--- src/ahicp_pkg.sv ---
`timescale 1ns / 1ps
// Shared types and constants for the ASCII hex I2C command parser.
// No dependencies; every other file imports this package.
package ahicp_pkg;

    localparam logic [2:0] CMD_IDLE    = 3'd0;
    localparam logic [2:0] CMD_GET     = 3'd1;
    localparam logic [2:0] CMD_COMMENT = 3'd2;
    localparam logic [2:0] CMD_RAW     = 3'd3;
    localparam logic [2:0] CMD_READ    = 3'd4;
    localparam logic [2:0] CMD_WRITE   = 3'd5;
    localparam logic [2:0] CMD_WAIT    = 3'd6;

    localparam logic [2:0] SUB_ADDR     = 3'd0;
    localparam logic [2:0] SUB_RD_LEN   = 3'd1;
    localparam logic [2:0] SUB_RS_STOP  = 3'd2;
    localparam logic [2:0] SUB_WR_DATA  = 3'd3;
    localparam logic [2:0] SUB_REG      = 3'd4;
    localparam logic [2:0] SUB_LEN_EOL  = 3'd5;
    localparam logic [2:0] SUB_DATA_EOL = 3'd6;

    localparam logic [1:0] PH_FIRST  = 2'd0;
    localparam logic [1:0] PH_SECOND = 2'd1;
    localparam logic [1:0] PH_ESCAPE = 2'd2;

    localparam logic [2:0] ERR_NONE = 3'd0;
    localparam logic [2:0] ERR_CMD  = 3'd1;
    localparam logic [2:0] ERR_HEX  = 3'd2;
    localparam logic [2:0] ERR_DATA = 3'd3;
    localparam logic [2:0] ERR_INT  = 3'd4;

    localparam logic [7:0] CH_S     = 8'h53;
    localparam logic [7:0] CH_P     = 8'h50;
    localparam logic [7:0] CH_R     = 8'h52;
    localparam logic [7:0] CH_W     = 8'h57;
    localparam logic [7:0] CH_HASH  = 8'h23;
    localparam logic [7:0] CH_BSL   = 8'h5C;
    localparam logic [7:0] CH_LF    = 8'h0A;
    localparam logic [7:0] CH_CR    = 8'h0D;
    localparam logic [7:0] CH_SPACE = 8'h20;
    localparam logic [7:0] DATA_MARK = 8'h01;

    // All results caused by one character.
    typedef struct packed {
        logic [2:0]       cnt;
        logic [2:0]       err;
        logic             done;
        logic             start;
        logic [3:0][7:0]  bytes;
    } res_t;

endpackage

--- src/ascii_hex_i2c_command_parser.sv ---
`timescale 1ns / 1ps
// Top level of the ASCII hex I2C command parser: input register, parser and result emitter.
// Depends on ahicp_pkg, ahicp_parser and ahicp_emitter.
//
// The block takes one ASCII character per item and turns line commands into an encoded
// I2C byte stream. Each character gives zero to four result items; an error gives exactly
// one item with tuser bit 0 set and the error code in tdata bits 10:8. The character is
// held in an input register and parsed combinationally; its results are loaded into a
// result register, from which the output port sends one item per cycle while m_axis_tready
// is high. The parser takes a held character only while the result register is empty or
// its last item is being taken; the first result is offered once the result register is
// loaded. The input accepts a new character while earlier results are still being sent.
module ascii_hex_i2c_command_parser
    import ahicp_pkg::*;
(
    input  logic        clk,
    input  logic        rst_n,
    input  logic        s_axis_tvalid,
    output logic        s_axis_tready,
    input  logic [7:0]  s_axis_tdata,   // char_in[7:0]
    output logic        m_axis_tvalid,
    input  logic        m_axis_tready,
    output logic [15:0] m_axis_tdata,   // out_byte[7:0], err_id[10:8], zero[15:11]
    output logic [2:0]  m_axis_tuser,   // kind[0], buffer_start[1], command_done[2]
    output logic        m_axis_tlast
);

    logic       in_valid_reg, in_valid_next;
    logic [7:0] in_char_reg;
    logic       load_ok;
    logic       step;
    res_t       res;

    assign step = in_valid_reg && load_ok;
    assign s_axis_tready = !in_valid_reg || load_ok;

    always_comb
    begin
        in_valid_next = in_valid_reg;
        if (s_axis_tvalid && s_axis_tready)
        begin
            in_valid_next = 1'b1;
        end
        else if (step)
        begin
            in_valid_next = 1'b0;
        end
    end

    always_ff @(posedge clk or negedge rst_n)
    begin
        if (!rst_n)
        begin
            in_valid_reg <= 1'b0;
        end
        else
        begin
            in_valid_reg <= in_valid_next;
        end
    end

    always_ff @(posedge clk)
    begin
        if (s_axis_tvalid && s_axis_tready)
        begin
            in_char_reg <= s_axis_tdata;
        end
    end

    ahicp_parser u_parser (
        .clk     (clk),
        .rst_n   (rst_n),
        .step    (step),
        .char_in (in_char_reg),
        .res     (res)
    );

    ahicp_emitter u_emitter (
        .clk           (clk),
        .rst_n         (rst_n),
        .step          (step),
        .res           (res),
        .load_ok       (load_ok),
        .m_axis_tvalid (m_axis_tvalid),
        .m_axis_tready (m_axis_tready),
        .m_axis_tdata  (m_axis_tdata),
        .m_axis_tuser  (m_axis_tuser),
        .m_axis_tlast  (m_axis_tlast)
    );

`ifndef SYNTHESIS
    a_err_single : assert property (@(posedge clk) disable iff (!rst_n)
        m_axis_tvalid && m_axis_tuser[0] |-> m_axis_tlast && m_axis_tdata[7:0] == 8'h00)
        else $error("error item is not a single last item");

    a_done_last : assert property (@(posedge clk) disable iff (!rst_n)
        m_axis_tvalid && m_axis_tuser[2] |-> m_axis_tlast && !m_axis_tuser[0])
        else $error("command done flagged on an item that is not the last byte");

    a_start_kind : assert property (@(posedge clk) disable iff (!rst_n)
        m_axis_tvalid && m_axis_tuser[1] |-> !m_axis_tuser[0] && m_axis_tdata[10:8] == ERR_NONE)
        else $error("buffer start flagged on an error item");

    a_step_input : assert property (@(posedge clk) disable iff (!rst_n)
        step |-> in_valid_reg && load_ok)
        else $error("parser stepped without a held character");
`endif

endmodule

--- src/ahicp_parser.sv ---
`timescale 1ns / 1ps
// Parser state registers and the single-pass next-state and result logic.
// Depends on ahicp_pkg.
module ahicp_parser
    import ahicp_pkg::*;
(
    input  logic       clk,
    input  logic       rst_n,
    input  logic       step,
    input  logic [7:0] char_in,
    output res_t       res
);

    logic [2:0] cmd_reg, cmd_next;
    logic [2:0] sub_reg, sub_next;
    logic [1:0] mph_reg, mph_next;
    logic       hph_reg, hph_next;
    logic [7:0] data_reg, data_next;
    logic [7:0] addr_reg, addr_next;
    logic [7:0] len_reg, len_next;
    logic       fresh_reg, fresh_next;

    always_comb
    begin
        logic [7:0] c;
        logic       eol;
        logic       hv;
        logic [3:0] hn;
        logic       fr0;
        logic       th_ok, th_err, th_hp;
        logic [7:0] th_db;
        logic       dc_go, allow;
        logic [2:0] n;
        logic [2:0] err;
        logic       done;
        logic [3:0][7:0] rb;

        c = (char_in >= 8'h61 && char_in <= 8'h7A) ? char_in - 8'd32 : char_in;
        eol = (c == CH_CR) || (c == CH_LF);
        hv = 1'b0;
        hn = 4'h0;
        if (c >= 8'h30 && c <= 8'h39)
        begin
            hv = 1'b1;
            hn = c[3:0];
        end
        else if (c >= 8'h41 && c <= 8'h46)
        begin
            hv = 1'b1;
            hn = c[3:0] + 4'd9;
        end

        cmd_next = cmd_reg;
        sub_next = sub_reg;
        mph_next = mph_reg;
        hph_next = hph_reg;
        data_next = data_reg;
        addr_next = addr_reg;
        len_next = len_reg;
        fresh_next = fresh_reg;

        if (cmd_reg == CMD_IDLE)
        begin
            addr_next = 8'h00;
            mph_next = PH_FIRST;
            data_next = 8'h00;
            len_next = 8'h01;
            fresh_next = 1'b1;
            cmd_next = CMD_GET;
            sub_next = SUB_ADDR;
        end
        fr0 = fresh_next;

        th_ok = 1'b0;
        th_err = 1'b0;
        th_hp = hph_next;
        th_db = data_next;
        if (hv && !hph_next)
        begin
            th_db = {hn, 4'h0};
            th_hp = 1'b1;
        end
        else if (hv && hph_next)
        begin
            th_db = data_next | {4'h0, hn};
            th_hp = 1'b0;
            th_ok = 1'b1;
        end
        else if (c == CH_SPACE && !hph_next)
        begin
            th_ok = 1'b0;
        end
        else
        begin
            th_hp = 1'b0;
            th_err = 1'b1;
        end

        n = 3'd0;
        err = ERR_NONE;
        done = 1'b0;
        rb = '0;
        dc_go = 1'b0;
        allow = 1'b0;

        case (cmd_next)
            CMD_GET:
            begin
                if (c == CH_S || c == CH_R || c == CH_W)
                begin
                    cmd_next = (c == CH_S) ? CMD_RAW : ((c == CH_R) ? CMD_READ : CMD_WRITE);
                    rb[n[1:0]] = CH_S; n = n + 3'd1;
                end
                else if (eol)
                begin
                    cmd_next = CMD_GET;
                end
                else if (c == CH_HASH)
                begin
                    cmd_next = CMD_COMMENT;
                end
                else
                begin
                    err = ERR_CMD;
                end
            end
            CMD_COMMENT:
            begin
                if (eol)
                begin
                    cmd_next = CMD_IDLE;
                end
            end
            CMD_RAW:
            begin
                case (sub_next)
                    SUB_ADDR, SUB_RD_LEN:
                    begin
                        hph_next = th_hp;
                        data_next = th_db;
                        if (th_err)
                        begin
                            err = ERR_HEX;
                        end
                        if (th_ok)
                        begin
                            rb[n[1:0]] = th_db; n = n + 3'd1;
                            if (sub_next == SUB_RD_LEN)
                            begin
                                sub_next = SUB_RS_STOP;
                            end
                            else
                            begin
                                sub_next = th_db[0] ? SUB_RD_LEN : SUB_WR_DATA;
                            end
                        end
                    end
                    SUB_RS_STOP:
                    begin
                        if (c == CH_S)
                        begin
                            rb[n[1:0]] = CH_S; n = n + 3'd1;
                            sub_next = SUB_ADDR;
                        end
                        else if (c == CH_P)
                        begin
                            rb[n[1:0]] = CH_P; n = n + 3'd1;
                            cmd_next = CMD_WAIT;
                        end
                    end
                    SUB_WR_DATA:
                    begin
                        dc_go = 1'b1;
                        allow = 1'b0;
                    end
                    default:
                    begin
                        dc_go = 1'b0;
                    end
                endcase
            end
            CMD_READ, CMD_WRITE:
            begin
                if (sub_next == SUB_ADDR)
                begin
                    hph_next = th_hp;
                    data_next = th_db;
                    if (th_err)
                    begin
                        err = ERR_HEX;
                    end
                    if (th_ok)
                    begin
                        addr_next = {th_db[7:1], 1'b0};
                        rb[n[1:0]] = {th_db[7:1], 1'b0}; n = n + 3'd1;
                        sub_next = SUB_REG;
                    end
                end
                else if (sub_next == SUB_REG)
                begin
                    hph_next = th_hp;
                    data_next = th_db;
                    if (th_err)
                    begin
                        err = ERR_HEX;
                    end
                    if (th_ok)
                    begin
                        rb[n[1:0]] = DATA_MARK; n = n + 3'd1;
                        rb[n[1:0]] = th_db; n = n + 3'd1;
                        if (cmd_next == CMD_READ)
                        begin
                            rb[n[1:0]] = CH_S; n = n + 3'd1;
                            rb[n[1:0]] = {addr_next[7:1], 1'b1}; n = n + 3'd1;
                            sub_next = SUB_LEN_EOL;
                        end
                        else
                        begin
                            sub_next = SUB_DATA_EOL;
                        end
                    end
                end
                else if (cmd_next == CMD_READ && sub_next == SUB_LEN_EOL)
                begin
                    if (hv && mph_next == PH_FIRST)
                    begin
                        len_next = {hn, 4'h0};
                        mph_next = PH_SECOND;
                    end
                    else if (hv && mph_next == PH_SECOND)
                    begin
                        len_next = len_next | {4'h0, hn};
                        mph_next = PH_FIRST;
                    end
                    else if (c == CH_SPACE && mph_next != PH_SECOND)
                    begin
                        done = 1'b0;
                    end
                    else if (eol && mph_next != PH_SECOND)
                    begin
                        rb[n[1:0]] = len_next; n = n + 3'd1;
                        rb[n[1:0]] = CH_P; n = n + 3'd1;
                        rb[n[1:0]] = CH_LF; n = n + 3'd1;
                        done = 1'b1;
                    end
                end
                else if (cmd_next == CMD_WRITE && sub_next == SUB_DATA_EOL)
                begin
                    dc_go = 1'b1;
                    allow = 1'b1;
                end
                else
                begin
                    err = ERR_INT;
                end
            end
            CMD_WAIT:
            begin
                if (eol)
                begin
                    rb[n[1:0]] = CH_LF; n = n + 3'd1;
                    done = 1'b1;
                end
            end
            default:
            begin
                err = ERR_INT;
            end
        endcase

        if (dc_go)
        begin
            if (c == CH_BSL && mph_next == PH_FIRST)
            begin
                mph_next = PH_ESCAPE;
            end
            else if (mph_next == PH_ESCAPE)
            begin
                rb[n[1:0]] = DATA_MARK; n = n + 3'd1;
                rb[n[1:0]] = char_in; n = n + 3'd1;
                mph_next = PH_FIRST;
            end
            else if (hv && mph_next == PH_FIRST)
            begin
                data_next = {hn, 4'h0};
                mph_next = PH_SECOND;
            end
            else if (hv && mph_next == PH_SECOND)
            begin
                data_next = data_next | {4'h0, hn};
                rb[n[1:0]] = DATA_MARK; n = n + 3'd1;
                rb[n[1:0]] = data_next; n = n + 3'd1;
                mph_next = PH_FIRST;
            end
            else if (!allow && c == CH_S && mph_next == PH_FIRST)
            begin
                rb[n[1:0]] = CH_S; n = n + 3'd1;
                sub_next = SUB_ADDR;
            end
            else if (!allow && c == CH_P && mph_next == PH_FIRST)
            begin
                rb[n[1:0]] = CH_P; n = n + 3'd1;
                cmd_next = CMD_WAIT;
            end
            else if (allow && eol && mph_next == PH_FIRST)
            begin
                rb[n[1:0]] = CH_P; n = n + 3'd1;
                rb[n[1:0]] = CH_LF; n = n + 3'd1;
                done = 1'b1;
            end
            else if (c == CH_SPACE && mph_next == PH_FIRST)
            begin
                done = 1'b0;
            end
            else
            begin
                err = ERR_DATA;
            end
        end

        fresh_next = fr0 && (n == 3'd0);
        if (err != ERR_NONE || done)
        begin
            cmd_next = CMD_IDLE;
        end

        res.cnt = (err != ERR_NONE) ? 3'd1 : n;
        res.err = err;
        res.done = done && (err == ERR_NONE);
        res.start = fr0 && (err == ERR_NONE);
        res.bytes = rb;
    end

    always_ff @(posedge clk or negedge rst_n)
    begin
        if (!rst_n)
        begin
            cmd_reg <= CMD_IDLE;
            sub_reg <= SUB_ADDR;
            mph_reg <= PH_FIRST;
            hph_reg <= 1'b0;
            data_reg <= 8'h00;
            addr_reg <= 8'h00;
            len_reg <= 8'h01;
            fresh_reg <= 1'b1;
        end
        else if (step)
        begin
            cmd_reg <= cmd_next;
            sub_reg <= sub_next;
            mph_reg <= mph_next;
            hph_reg <= hph_next;
            data_reg <= data_next;
            addr_reg <= addr_next;
            len_reg <= len_next;
            fresh_reg <= fresh_next;
        end
    end

endmodule

--- src/ahicp_emitter.sv ---
`timescale 1ns / 1ps
// Result register that holds the items of one character and sends them one per cycle while m_axis_tready is high.
// Depends on ahicp_pkg.
module ahicp_emitter
    import ahicp_pkg::*;
(
    input  logic        clk,
    input  logic        rst_n,
    input  logic        step,
    input  res_t        res,
    output logic        load_ok,
    output logic        m_axis_tvalid,
    input  logic        m_axis_tready,
    output logic [15:0] m_axis_tdata,
    output logic [2:0]  m_axis_tuser,
    output logic        m_axis_tlast
);

    logic       busy_reg, busy_next;
    logic [1:0] idx_reg, idx_next;
    res_t       res_reg;
    logic       is_last;
    logic       is_err;

    assign is_last = ({1'b0, idx_reg} + 3'd1) == res_reg.cnt;
    assign is_err = res_reg.err != ERR_NONE;
    assign load_ok = !busy_reg || (m_axis_tready && is_last);

    always_comb
    begin
        busy_next = busy_reg;
        idx_next = idx_reg;
        if (step && load_ok)
        begin
            busy_next = res.cnt != 3'd0;
            idx_next = 2'd0;
        end
        else if (load_ok)
        begin
            busy_next = 1'b0;
        end
        else if (m_axis_tready)
        begin
            idx_next = idx_reg + 2'd1;
        end
    end

    always_ff @(posedge clk or negedge rst_n)
    begin
        if (!rst_n)
        begin
            busy_reg <= 1'b0;
            idx_reg <= 2'd0;
        end
        else
        begin
            busy_reg <= busy_next;
            idx_reg <= idx_next;
        end
    end

    always_ff @(posedge clk)
    begin
        if (step && load_ok)
        begin
            res_reg <= res;
        end
    end

    assign m_axis_tvalid = busy_reg;
    assign m_axis_tdata = {5'b0, res_reg.err, is_err ? 8'h00 : res_reg.bytes[idx_reg]};
    assign m_axis_tuser = {res_reg.done && is_last, res_reg.start && idx_reg == 2'd0, is_err};
    assign m_axis_tlast = is_last;

endmodule

--- config.mk ---
export PLATFORM = sky130hd
export DESIGN_NAME = ascii_hex_i2c_command_parser
export DESIGN_NICKNAME = d
export VERILOG_FILES = /design/src/ahicp_pkg.sv /design/src/ascii_hex_i2c_command_parser.sv /design/src/ahicp_parser.sv /design/src/ahicp_emitter.sv
export SDC_FILE = /design/constraint.sdc
export NUM_CORES = 1
export LEC_CHECK = 0
export BUFFER_PORTS_ARGS = -buffer_cell sky130_fd_sc_hd__buf_2
export CAP_MARGIN = 10
export CORE_MARGIN = 4
export CORE_UTILIZATION = 50
export DETAILED_ROUTE_END_ITERATION = 16
export PLACE_DENSITY = 0.67
export SYNTH_ARGS = -nofsm -noshare
export SYNTH_HDL_FRONTEND = slang
export SYNTH_SLANG_ARGS = --single-unit
--- constraint.sdc ---
create_clock -name clk -period 6 [get_ports clk]
set_clock_uncertainty 0.15 [all_clocks]
set_input_delay 1.2 -clock clk [delete_from_list [all_inputs] [get_ports clk]]
set_output_delay 1.2 -clock clk [all_outputs]
set_load 0.005 [all_outputs]
# --- After elaboration in Yosys (flattened, before gate mapping) ---
# Cells that the tools add are included.
totals:
  output_inout_bits: 22
  reg_bits: 86
  elab_cells: 346
  input_bits: 12
op_classes:
  mux: 203
  magnitude_cmp: 11
  eq_ne: 29
  bitwise: 15
  n_addsub: 6
  reduce_logical: 62
ops:
  columns: ["op", "n"]
  rows:
  - ["$mux 32", 9]
  - ["$mux 8", 32]
  - ["$mux 3", 64]
  - ["$mux 24", 7]
  - ["$bwmux 32", 2]
  - ["$and 24x24->24", 2]
  - ["$mux 1", 48]
  - ["$not 24->24", 2]
  - ["$eq 8x7->1 const B", 5]
  - ["$mux 2", 19]
  - ["$logic_and 1x1->1", 33]
  - ["$demux 8 s2", 2]
  - ["$pmux 8 s2", 2]
  - ["$pmux 8 s4", 1]
  - ["$and 28x28->28", 1]
  - ["$not 28->28", 1]
  - ["$or 8x4->8", 3]
  - ["$pmux 3 s4", 2]
  - ["$mux 20", 1]
  - ["$eq 3x3->1 const B", 6]
  - ["$pmux 3 s2", 3]
  - ["$and 16x16->16", 1]
  - ["$bmux 8 s2", 1]
  - ["$eq 8x4->1 const B", 2]
  - ["other kinds (38)", 77]

# --- Depth between registers and ports, before layout ---
depth:
  ltp_word: 29
  mapped_depth: 15
  depth_no_buf: 14

# --- Hierarchy ---
# From an unflattened synthesis, not the netlist that was laid out.
unflattened:
  hier_cells: 677
  hier_area_um2: 6214.7
by_module_without_submodules:
  columns: ["module", "n_inst", "area_per_inst_um2", "seq_area_each_um2", "cells_per_inst"]
  rows:
  - ["ahicp_parser", 1, 4086.4, 828.3, 562]
  - ["ahicp_emitter", 1, 1828.0, 1276.2, 102]
  - ["ascii_hex_i2c_command_parser", 1, 300.3, 265.3, 13]

# --- Worst setup path after synthesis ---
# Ideal clock, no wire load.
synth_timing:
  kind: "register -> register"
  startpoint: "reg u_emitter.idx_reg[0]"
  endpoint: "reg u_parser.data_reg[5]"
  arrival_ns: 4.129
  synth_period_minus_slack_ns: 4.403
  setup_time_ns: 0.124
  path_slack_ns: 1.597
  required_time_ns: 5.726
  n_path_buf: 2
  path_stages_with_launch: 13
  path_cell_list: "dfrtp_1 > buf_1 > inv_1 > ha_1 > xor2_1 > nor3_1 > a21boi_0 > inv_1 > nand2_1 > inv_1 > clkbuf_1 > o21ai_0 > a32o_1"
synth_via:
  elab_chain_len: 5
synth_rtl:
  columns: ["item", "line", "rtl"]
  rows:
  - ["start: declaration", "ahicp_emitter.sv:20", "logic [1:0] idx_reg, idx_next;"]
  - ["start signal: assignment", "ahicp_emitter.sv:58", "idx_reg <= idx_next;"]
  - ["$add 2x1->3", "ahicp_emitter.sv:25", "assign is_last = ({1'b0, idx_reg} + 3'd1) == res_reg.cnt;"]
  - ["$eq 3x3->1", "ahicp_emitter.sv:25", null]
  - ["named net m_axis_tlast", "ascii_hex_i2c_command_parser.sv:25", "output logic m_axis_tlast"]
  - ["$logic_and 1x1->1", "ahicp_emitter.sv:27", "assign load_ok = !busy_reg || (m_axis_tready && is_last);"]
  - ["$logic_or 1x1->1", "ahicp_emitter.sv:27", null]
  - ["$logic_and 1x1->1", "ascii_hex_i2c_command_parser.sv:34", "assign step = in_valid_reg && load_ok;"]
  - ["named net step", "ascii_hex_i2c_command_parser.sv:31", "logic step;"]
  - ["end signal: assignment", "ahicp_parser.sv:353", "data_reg <= data_next;"]
  - ["end: declaration", "ahicp_parser.sv:18", "logic [7:0] data_reg, data_next;"]
# The timed path passes the listed nets, and every way through them passes these cells.
# A chain may end at the register's enable or synchronous reset.

==> out/metrics.cfg <==
[min_path]
worstHoldStart=u_parser.data_reg[2]
worst_hold_path.endpoint=u_parser.data_reg[2]
hold_class=flip-flop to flip-flop
hold_depth=2

[sta]
worst_pin_slew_ns=1.05
slew_violations=0
timing.fmax_ghz=0.235
finalHoldViolations=0
finalSetupViolations=0
grt_setup_unrepaired=false
slew-limit-headroom_pct=29.2
layout_min_cycle_time_ns=4.26
fin_crit_sh_pct=71.0
tns_ns=0

[setup_path]
reg2reg_slack_ns=1.74
end_kind=flip-flop
crit_type=flip-flop to flip-flop
path_max_fanout=13
r2r_cells=12
timing.rr.start=in_char_reg[6]
worstPathArrival_ns=4.22
cp.required_ns=5.96
worst_r2r_endpoint=u_emitter.res_reg[22]
worstSetupStartpointType=flip-flop

[clock_network]
insertion_delay_ns=0.36
cts_tree=built
path_clk_slew_ns=0.06
clock-sinks=85
cts_resized=0
clk_path_buf_depth=2
cts_buffers=9
cts_root_buf=clkbuf_16
holdBufCountCts=0
postCtsSetupRepairBufs=0
htreeDepth=3

[logic_synthesis]
synth_edf_count=48
synth.avg_cell_area_sq_um=9.35
yosysWarnings=0
syn_area_sq_mm=0.00605
ys_types=97
ys_async_sr_fraction_pct=43.5
postSynthCellCount=647
synth_ff_type=edfxtp_1
ys_seq_area_share_pct=39.2
synth_seq_cells=85

[global_route]
track_usage_pct=28.0
overflow=0
grt_pass1_wl_microns=30200
grt_antenna_before_repair=0
grt_max_degree=41
grt_pass1_vias=4992

[power]
sequentialPowerShare_pct=38.1
power_switching_w=0.00108
p_comb_share_pct=41.2
p_leak_nw=2.40
swShare_pct=41.9
p_total_w=0.00257
clockPowerShare_pct=20.7
p_int_w=0.00149
power_density_mw_per_mm2=397
ir_worst_vdd_mv=0.201

[floorplanning]
num_rows=39
start_util_pct=52.1
coreArea_sq_mm=0.0116
die_h_microns=118
fp.dieW_microns=118
die-area_sq_mm=0.0139
ios=34

[outcome]
status=finished, final reports clean

[detailed_routing]
antenna_left=0
drt_pass1_iterations=6
vias=5455
wl_per_cell_microns=24.3
drt-total-wl_microns=19400
drt_iter0_drc=708
drc=0
viasPerCell=6.84

[final_layout]
syn_to_final_growth_pct=6.93
n_antenna_cell=0
largest_reg_flops=37
layout.nets=676
drive_above_1_share_pct=15.4

[flow_run]
max_cap_violations=0

[place]
place_congestion=1.05
portBuffers=28
dp_hpwl_microns=14500

synth_stat cells, drive strengths merged, types with 4 or more instances:
cell | instances | share of area, %
ha | 14 | 2.9
nand2b | 12 | 1.3
a211o | 5 | 0.87
clkbuf | 23 | 1.4
a31oi | 11 | 1.4
dfrtp | 35 | 14
or2 | 5 | 0.52
mux4 | 8 | 3.0
o21ai | 56 | 4.9
o211ai | 6 | 0.83
a32o | 7 | 1.2
a211oi | 6 | 1.1
a22o | 12 | 1.7
o311ai | 4 | 0.70
o221ai | 5 | 0.72
mux2i | 4 | 0.66
nor2b | 13 | 1.3
a21oi | 33 | 2.9
and3 | 6 | 0.62
nor2 | 59 | 3.9
o21bai | 4 | 0.56
buf | 26 | 2.9
or3 | 15 | 1.7
nand4 | 4 | 0.52
nand3 | 14 | 1.2
a21boi | 5 | 0.68
o31ai | 8 | 0.99
a22oi | 6 | 0.74
edfxtp | 48 | 24
xor2 | 4 | 0.58
nor3 | 20 | 1.8
nor4 | 5 | 0.77
o22ai | 8 | 0.83
and2 | 12 | 1.3
nand2 | 74 | 4.7
inv | 15 | 0.97
a21o | 7 | 0.87
critical path, cell delays in order, from the launching register on:
cell,delay (ns)
edfxtp_1,0.64
inv_1,0.14
ha_1,0.25
a311o_1,0.38
or3_4,0.38
a211o_4,0.33
a21oi_2,0.35
or3_4,0.24
ha_1,0.40
o21ai_0,0.17
a311o_1,0.38
a31oi_1,0.15
nor2_1,0.05
metal layers:
layer	GRT usage, %	vias to the layer above	wire (microns)
met4	13.0	0	868
li1	-	2429	-
met1	39.3	2596	7980
met5	0	-	0
met3	7.40	70	2170
met2	40.2	360	8370
power groups by stage:
stage          logic (W)  clock network, W  registers, W
5_1_grt          0.00114          0.000570       0.00100
2_1_floorplan   0.000804                 0      0.000900
3_3_place_gp     0.00104                 0      0.000983
4_1_cts          0.00104          0.000545      0.000978
3_5_place_dp     0.00103                 0      0.000989
6_report         0.00106          0.000533      0.000978
stage by stage:
step,cells,instance area [sq um],setup WS [ns],util [%],hold WS [ns]
final,798,6470,1.74,55.7,0.332
after global placement,782,6190,1.91,53.3,0.319
after detailed placement,782,6190,1.85,53.3,0.321
after CTS,798,6470,1.82,55.7,0.335
after floorplan,651,6060,1.60,-,0.300
after global routing,798,6470,1.55,55.7,0.352
cell families after synthesis:
group | synth area share, %
compound gates | 26.2
xor+xnor | 0.869
mux | 4.01
simple gates | 21.5
fa+ha+maj | 2.90
other cells | 0.0620
flops | 39.2
buf+inv | 5.29
cell type report:
| cell class | instances | area, sq um |
|---|---|---|
| inverters | 15 | 58.8 |
| clock inverters | 6 | 50.0 |
| flip-flops and latches | 85 | 2370 |
| well taps | 143 | 179 |
| repair buffers | 37 | 208 |
| clock buffers | 10 | 229 |
| multi-input cells | 502 | 3370 |
| fillers | 1048 | 5140 |
worst max-delay path by stage:
stage,from,endpoint,depth (start not counted)
detailed placement,in_char_reg[6],u_emitter.res_reg[22],12
finish,in_char_reg[6],u_emitter.res_reg[22],12
global route,in_char_reg[6],u_emitter.res_reg[22],12
global placement,in_char_reg[6],u_emitter.res_reg[20],12
floorplan,u_emitter.idx_reg[0],u_parser.data_reg[5],12
CTS,in_char_reg[6],u_emitter.res_reg[22],12
cell usage in the layout, fill, tap and decap left out, drive strengths merged, types with 10 or more instances in the layout:
| cell | instances |
|---|---|
| a22o | 12 |
| o21ai | 56 |
| ha | 14 |
| a21oi | 33 |
| nand3 | 14 |
| buf | 37 |
| nor3 | 20 |
| clkbuf | 10 |
| dfrtp | 35 |
| or3 | 15 |
| nor2 | 59 |
| and2 | 12 |
| a31oi | 11 |
| nand2b | 12 |
| inv | 19 |
| edfxtp | 48 |
| nand2 | 74 |
| nor2b | 13 |
Note: power is estimated with default switching activity, not from simulation.
